### src/hw/rtl/float32_square_root_core_defines.svh
// Assertion macros for the square root core top module.
// Depends on a clock named clk and an active-low reset named rst_n in scope.
`ifndef FLOAT32_SQUARE_ROOT_CORE_DEFINES_SVH
`define FLOAT32_SQUARE_ROOT_CORE_DEFINES_SVH
`ifndef NO_ASSERTIONS
`define FSR_ASSERT_NOW(label, ante, cons) \
    label: assert property (@(posedge clk) disable iff (!rst_n) (ante) |-> (cons)) \
        else $error("square root core check failed");
`define FSR_ASSERT_NEXT(label, ante, cons) \
    label: assert property (@(posedge clk) disable iff (!rst_n) (ante) |=> (cons)) \
        else $error("square root core check failed");
`else
`define FSR_ASSERT_NOW(label, ante, cons)
`define FSR_ASSERT_NEXT(label, ante, cons)
`endif
`endif

### src/hw/rtl/fsr_pkg.sv
// Types and constants of the single-precision square root core.
// Used by every module of the core; depends on nothing.
package fsr_pkg;
    localparam int unsigned RootBits = 25;
    localparam int unsigned RemBits  = 28;

    localparam logic [31:0] SignMask   = 32'h8000_0000;
    localparam logic [31:0] DefaultNan = 32'h7fc0_0000;
    localparam logic [31:0] HalfBias   = 32'h3f00_0000;
    localparam logic [9:0]  ExpBias    = 10'd127;

    localparam logic [1:0] RndNearest = 2'd0;
    localparam logic [1:0] RndTrunc   = 2'd1;
    localparam logic [1:0] RndUp      = 2'd2;

    typedef struct packed {
        logic                special;
        logic [31:0]         spec_bits;
        logic                invalid;
        logic signed [7:0]   exp_half;
        logic [RemBits-1:0]  rem;
        logic [RemBits-1:0]  partial;
        logic [RootBits-1:0] root;
        logic [RootBits-1:0] bit_oh;
    } fsr_work_t;
endpackage

### src/hw/rtl/fsr_norm.sv
// Entry stage: classifies the operand, normalizes subnormals and halves the exponent.
// Depends on fsr_pkg.
module fsr_norm (
    input  logic              clk,
    input  logic              rst_n,
    input  logic              en,
    input  logic              in_valid,
    input  logic [31:0]       operand_bits,
    output logic              valid_reg,
    output fsr_pkg::fsr_work_t work_reg
);
    fsr_pkg::fsr_work_t work_next;
    logic [4:0]  msb;
    logic [4:0]  shifts;
    logic [7:0]  ex;
    logic [22:0] frac;
    logic [23:0] mant;
    logic [9:0]  e_unb;
    logic [24:0] mant_adj;

    always_comb
    begin
        ex   = operand_bits[30:23];
        frac = operand_bits[22:0];
        msb  = 5'd0;
        for (int i = 0; i < 23; i++)
        begin
            if (frac[i])
            begin
                msb = 5'(i);
            end
        end
        shifts = 5'd23 - msb;
        if (ex == 8'd0)
        begin
            mant  = {1'b0, frac} << shifts;
            e_unb = 10'd1 - {5'd0, shifts} - fsr_pkg::ExpBias;
        end
        else
        begin
            mant  = {1'b1, frac};
            e_unb = {2'd0, ex} - fsr_pkg::ExpBias;
        end
        mant_adj = e_unb[0] ? {mant, 1'b0} : {1'b0, mant};

        work_next.special   = 1'b0;
        work_next.spec_bits = operand_bits;
        work_next.invalid   = 1'b0;
        work_next.exp_half  = {e_unb[9], e_unb[7:1]};
        work_next.rem       = {2'd0, mant_adj, 1'b0};
        work_next.partial   = '0;
        work_next.root      = '0;
        work_next.bit_oh    = {1'b1, 24'd0};
        if ((operand_bits & ~fsr_pkg::SignMask) == 32'd0)
        begin
            work_next.special = 1'b1;
        end
        else if (operand_bits[31])
        begin
            work_next.special   = 1'b1;
            work_next.invalid   = 1'b1;
            work_next.spec_bits = fsr_pkg::DefaultNan;
        end
        else if (ex == 8'hff)
        begin
            work_next.special = 1'b1;
        end
    end

    always_ff @(posedge clk or negedge rst_n)
    begin
        if (!rst_n)
        begin
            valid_reg <= 1'b0;
        end
        else if (en)
        begin
            valid_reg <= in_valid;
        end
    end

    always_ff @(posedge clk)
    begin
        if (en)
        begin
            work_reg <= work_next;
        end
    end
endmodule

### src/hw/rtl/fsr_cell.sv
// One restoring square root cell: decides one root bit and passes the work on.
// Depends on fsr_pkg.
module fsr_cell (
    input  logic              clk,
    input  logic              rst_n,
    input  logic              en,
    input  logic              valid_in,
    input  fsr_pkg::fsr_work_t work_in,
    output logic              valid_reg,
    output fsr_pkg::fsr_work_t work_reg
);
    fsr_pkg::fsr_work_t work_next;
    logic [fsr_pkg::RemBits-1:0] bit_w;
    logic [fsr_pkg::RemBits-1:0] trial;
    logic [fsr_pkg::RemBits-1:0] rem_sub;

    always_comb
    begin
        bit_w     = {3'd0, work_in.bit_oh};
        trial     = work_in.partial + bit_w;
        work_next = work_in;
        rem_sub   = work_in.rem;
        if (trial <= work_in.rem)
        begin
            work_next.partial = trial + bit_w;
            rem_sub           = work_in.rem - trial;
            work_next.root    = work_in.root | work_in.bit_oh;
        end
        work_next.rem    = {rem_sub[fsr_pkg::RemBits-2:0], 1'b0};
        work_next.bit_oh = work_in.bit_oh >> 1;
    end

    always_ff @(posedge clk or negedge rst_n)
    begin
        if (!rst_n)
        begin
            valid_reg <= 1'b0;
        end
        else if (en)
        begin
            valid_reg <= valid_in;
        end
    end

    always_ff @(posedge clk)
    begin
        if (en)
        begin
            work_reg <= work_next;
        end
    end
endmodule

### src/hw/rtl/fsr_round.sv
// Final stage: rounds the 25-bit root and packs the result with its flags.
// Depends on fsr_pkg.
module fsr_round (
    input  logic              clk,
    input  logic              rst_n,
    input  logic              en,
    input  logic              valid_in,
    input  fsr_pkg::fsr_work_t work_in,
    input  logic [1:0]        mode,
    output logic              valid_reg,
    output logic [31:0]       bits_reg,
    output logic              invalid_reg,
    output logic              inexact_reg
);
    logic        inexact;
    logic [31:0] root_inc;
    logic [31:0] bits_next;

    always_comb
    begin
        inexact  = (work_in.rem != '0);
        root_inc = {7'd0, work_in.root};
        if (inexact)
        begin
            case (mode)
                fsr_pkg::RndNearest: root_inc = root_inc + {31'd0, work_in.root[0]};
                fsr_pkg::RndUp:      root_inc = root_inc + 32'd2;
                default:             root_inc = root_inc;
            endcase
        end
        bits_next = (root_inc >> 1) + fsr_pkg::HalfBias
                  + ({{24{work_in.exp_half[7]}}, work_in.exp_half} << 23);
        if (work_in.special)
        begin
            bits_next = work_in.spec_bits;
        end
    end

    always_ff @(posedge clk or negedge rst_n)
    begin
        if (!rst_n)
        begin
            valid_reg <= 1'b0;
        end
        else if (en)
        begin
            valid_reg <= valid_in;
        end
    end

    always_ff @(posedge clk)
    begin
        if (en)
        begin
            bits_reg    <= bits_next;
            invalid_reg <= work_in.special & work_in.invalid;
            inexact_reg <= ~work_in.special & inexact;
        end
    end
endmodule

### src/hw/rtl/float32_square_root_core.sv
// Single-precision square root core: an entry stage, a chain of 25 root cells, a round stage.
// One request per cycle is taken while the output is not stalled, set by the single
// shared advance of the whole chain.
// Reset clears all valid bits and sets the rounding mode to nearest even.
// Depends on fsr_pkg, fsr_norm, fsr_cell, fsr_round and the defines header.
`include "float32_square_root_core_defines.svh"
module float32_square_root_core (
    input  logic        clk,
    input  logic        rst_n,
    input  logic        in_valid,
    output logic        in_stall,
    input  logic [31:0] operand_bits,
    input  logic        rounding_mode_we,
    input  logic [1:0]  rounding_mode_wdata,
    output logic        out_valid,
    input  logic        out_stall,
    output logic [31:0] root_bits,
    output logic        invalid_flag,
    output logic        inexact_flag
);
    logic               en;
    logic [1:0]         mode_reg;
    logic               valid_chain [fsr_pkg::RootBits+1];
    fsr_pkg::fsr_work_t work_chain  [fsr_pkg::RootBits+1];

    // The whole chain moves together unless a finished result is held.
    assign en       = ~(out_valid & out_stall);
    assign in_stall = ~en;

    always_ff @(posedge clk or negedge rst_n)
    begin
        if (!rst_n)
        begin
            mode_reg <= fsr_pkg::RndNearest;
        end
        else if (rounding_mode_we)
        begin
            mode_reg <= rounding_mode_wdata;
        end
    end

    fsr_norm u_norm (
        .clk          (clk),
        .rst_n        (rst_n),
        .en           (en),
        .in_valid     (in_valid),
        .operand_bits (operand_bits),
        .valid_reg    (valid_chain[0]),
        .work_reg     (work_chain[0])
    );

    for (genvar g = 0; g < fsr_pkg::RootBits; g++)
    begin : g_cell
        fsr_cell u_cell (
            .clk       (clk),
            .rst_n     (rst_n),
            .en        (en),
            .valid_in  (valid_chain[g]),
            .work_in   (work_chain[g]),
            .valid_reg (valid_chain[g+1]),
            .work_reg  (work_chain[g+1])
        );
    end

    fsr_round u_round (
        .clk         (clk),
        .rst_n       (rst_n),
        .en          (en),
        .valid_in    (valid_chain[fsr_pkg::RootBits]),
        .work_in     (work_chain[fsr_pkg::RootBits]),
        .mode        (mode_reg),
        .valid_reg   (out_valid),
        .bits_reg    (root_bits),
        .invalid_reg (invalid_flag),
        .inexact_reg (inexact_flag)
    );

    `FSR_ASSERT_NOW(a_nan_on_invalid, out_valid && invalid_flag, root_bits == fsr_pkg::DefaultNan)
    `FSR_ASSERT_NOW(a_flags_exclusive, out_valid, !(invalid_flag && inexact_flag))
    `FSR_ASSERT_NEXT(a_held_chain, out_valid && out_stall, out_valid)
endmodule
### config.mk
export PLATFORM = sky130hd
export DESIGN_NAME = float32_square_root_core
export DESIGN_NICKNAME = d
export VERILOG_FILES = /design/src/hw/rtl/fsr_pkg.sv /design/src/hw/rtl/fsr_norm.sv /design/src/hw/rtl/fsr_cell.sv /design/src/hw/rtl/fsr_round.sv /design/src/hw/rtl/float32_square_root_core.sv
export VERILOG_INCLUDE_DIRS = /design/src /design/src/hw/rtl
export SDC_FILE = /design/constraint.sdc
export NUM_CORES = 2
export LEC_CHECK = 0
export ABC_CLOCK_PERIOD_IN_PS = 127000
export BUFFER_PORTS_ARGS = -buffer_cell sky130_fd_sc_hd__buf_2
export CELL_PAD_IN_SITES_DETAIL_PLACEMENT = 0
export CELL_PAD_IN_SITES_GLOBAL_PLACEMENT = 1
export CORE_UTILIZATION = 49
export CTS_BUF_LIST = sky130_fd_sc_hd__clkbuf_16
export DETAILED_ROUTE_END_ITERATION = 8
export HOLD_SLACK_MARGIN = 0.12
export PLACE_DENSITY = 0.78
export SKIP_LAST_GASP = 1
export SYNTH_ARGS = -nofsm -noshare
export SYNTH_HDL_FRONTEND = slang
export SYNTH_SLANG_ARGS = --single-unit
### constraint.sdc
create_clock -name clk -period 127 [get_ports clk]
set_input_delay 25.4 -clock clk [delete_from_list [all_inputs] [get_ports clk]]
set_output_delay 25.4 -clock clk [all_outputs]
set_load 0.02 [all_outputs]
==> results_dict.tcl <==
set metrics [dict create \
    p_leak_nw 43.1 \
    drc 0 \
    placed_cell_area_um2 102000 \
    grt_pass1_wl_um 270000 \
    postCtsSetupBuffers 0 \
    cts_buffer_depth 3 \
    num_io_pins 75 \
    start_kind "input pin" \
    synth_area_leader_cell "edfxtp_1" \
    layoutNonFillerInstCount 9773 \
    yosysTopAreaCellShare 0.692 \
    vias 50856 \
    dp.cells 9356 \
    min_path_type "reg2reg" \
    antenna_left 0 \
    synth_seq_cells 2288 \
    area_growth_pct 11.4 \
    holdCritStartpoint "g_cell[17].u_cell.work_reg[47]" \
    avgSynthCellArea_um2 14.6 \
    worstRegToRegCells 8 \
    htreeDepth 4 \
    yosysMostFrequentCell "edfxtp_1" \
    final_nets 7627 \
    critPathMostFrequentCell "buf_2" \
    core-area_um2 198000 \
    wl_per_cell_um 17.4 \
    hpwl_um 117000 \
    whs_path_depth 0 \
    crit_chain "buf_2 -> nand2_4 -> inv_1 -> buf_2" \
    cts_inserted_buffers 223 \
    grt_pass1_vias 51206 \
    layout_min_cycle_time_ps 51870 \
    antenna_found_initial 3 \
    fp.dieW_um 449 \
    numPortBuffers 74 \
    ys_top_cells_by_count "2259 x edfxtp_1, 719 x inv_1, 633 x ha_1" \
    grt_overflow 0 \
    critical_path.top_delay_family "simple AND/OR/NAND/NOR gates" \
    synth.cell_area_um2 98000 \
    power_density_nw_per_um2 28.5 \
    start_util 0.495 \
    cp_slowest_cell "nand2_4" \
    timing.slew.headroom 0.168 \
    crit_type "in2out" \
    synthArstFlopShare 0.0127 \
    critPathArrivalTime_ps 26470 \
    dieHeight_um 449 \
    clkSlewWorstSetupHoldPaths_ps 60 \
    whs_endpoint "g_cell[18].u_cell.work_reg[47]" \
    ir_drop_uv 17.2 \
    rr_startpoint "u_round.valid_reg" \
    drive_gt1_frac 0.0842 \
    crit_buf_inv 3 \
    fin_setup_tns_ps 0 \
    drt_iter0_markers 3006 \
    viasPerCell 5.20 \
    largest_reg_flops 2158 \
    gp_congestion 0.881 \
    worstPathMaxFanout 69 \
    cap_violations 0 \
    crit_required_ps 101600 \
    grt_usage 0.168 \
    worst_slew_pin_slew_ps 1240 \
    critPathCaptureType "output pin" \
    firstDrtPassIters 5 \
    final.period_utilization 0.408 \
    fin_area_um2 109000 \
    synth-edff-count 2259 \
    ctsResizeCount 0 \
    fmax_mhz 19.3 \
    cts_tree "yes" \
    wl_met2_um 89100 \
    n_fill_cell 15565 \
    worstReg2RegEnd "g_cell[1].u_cell.work_reg[145]" \
    ctsHoldBuffers 0 \
    synth.distinct_cells 91 \
    grt_max_degree 97 \
    wl_met3_um 5260 \
    max_stage_delay_ps 610 \
    num_rows 163 \
    yosysSeqAreaShare 0.700 \
    rsz0062_at_grt "no" \
    clock-sinks 2288 \
    slew_viol_final 0 \
    dieArea_um2 202000 \
    clock_latency_ps 830 \
    wl_met1_um 70000 \
    utilization 0.551 \
    syn_inst 6706 \
    setup_viol 0 \
    hold_violations 0 \
    topRoutingLayerUsed "met4" \
    synth_area_leaders "edfxtp_1 69%, ha_1 8.1%, inv_1 2.8%" \
    synth_nets 7392 \
    synth_warnings 0 \
    ff2ff_setup_slack_ps 119020 \
    wl_um 170000 \
    status "complete, no violations" \
    ys.flop_type "edfxtp_1" \
    cts_root_buf "clkbuf_16" \
    skew_ps 33.3 \
]
## per-layer routing
| layer | GRT usage | vias up |
|---|---|---|
| li1 | - | 25112 |
| met1 | 0.197 | 24601 |
| met2 | 0.309 | 813 |
| met3 | 0.0247 | 330 |
| met4 | 0.0630 | 0 |
| met5 | 0 | - |
## metrics by stage
| step | hold WS, ps | power (mW) | setup slack, ps |
|---|---|---|---|
| after CTS | 401 | 3.14 | 75080 |
| after detailed placement | 405 | 2.47 | 75090 |
| after floorplan | 400 | 2.67 | 4820 |
| after global placement | 400 | 2.44 | 75160 |
| final | 402 | 3.11 | 75130 |
| after global routing | 402 | 3.32 | 75000 |
## logic make-up (layout without fill, tap and decap cells)
logic type | count (synthesis) | after routing | share of synthesized area
adders and majority gates | 647 | 647 | 0.0837
DFF | 2288 | 2288 | 0.700
and+or+nand+nor | 1199 | 1199 | 0.0587
muxes | 133 | 133 | 0.0145
buffers and inverters | 847 | 1271 | 0.0328
AOI/OAI and AO/OA | 1306 | 1306 | 0.0848
xor gates and xnor gates | 286 | 286 | 0.0256
other | 0 | 3 | 0
## cell type report
cell class                      count  area [µm²]  share of cell area
Antenna cell                        3        7.51           0.0000688
Tap cell                         2640        3300              0.0303
Inverter                          724        2720              0.0249
Multi-Input combinational cell   3571       26300               0.241
Clock inverter                    189        1790              0.0164
Clock buffer                      225        5630              0.0516
Timing Repair Buffer              133         813             0.00745
Sequential cell                  2288       68600               0.628
## worst max-delay path by stage
stage,from,endpoint,cells after the start
floorplan,out_stall,in_stall,4
global placement,out_stall,in_stall,4
detailed placement,out_stall,in_stall,4
CTS,out_stall,in_stall,4
global route,out_stall,in_stall,4
finish,out_stall,in_stall,4
## cells in the final DEF (no fill, tap or decap), types with 74 or more instances in the layout
master        n
edfxtp_1   2259
nand2_1     353
buf_2        74
nor3_1       92
a21oi_1     345
o21a_1       92
a21o_1      114
ha_1        633
xnor2_1     147
xor2_1      139
clkbuf_16   225
nor2_1      298
o21ai_0     361
inv_1       754
## worst reg2reg max path, stage by stage, from the launching register on
cell and delay [ps]:
dfrtp_1 400, nand2_4 620, buf_4 920, buf_4 910
buf_4 880, buf_4 930, buf_4 960, buf_4 1000
buf_4 940
## power breakdown
part,leakage (nW),internal (mW),switching [mW],total [mW]
combinational,16.8,0.401,0.613,1.01
clock,3.73,0.377,0.277,0.654
sequential,22.6,1.30,0.143,1.44
(Power assumes the default switching activity.)
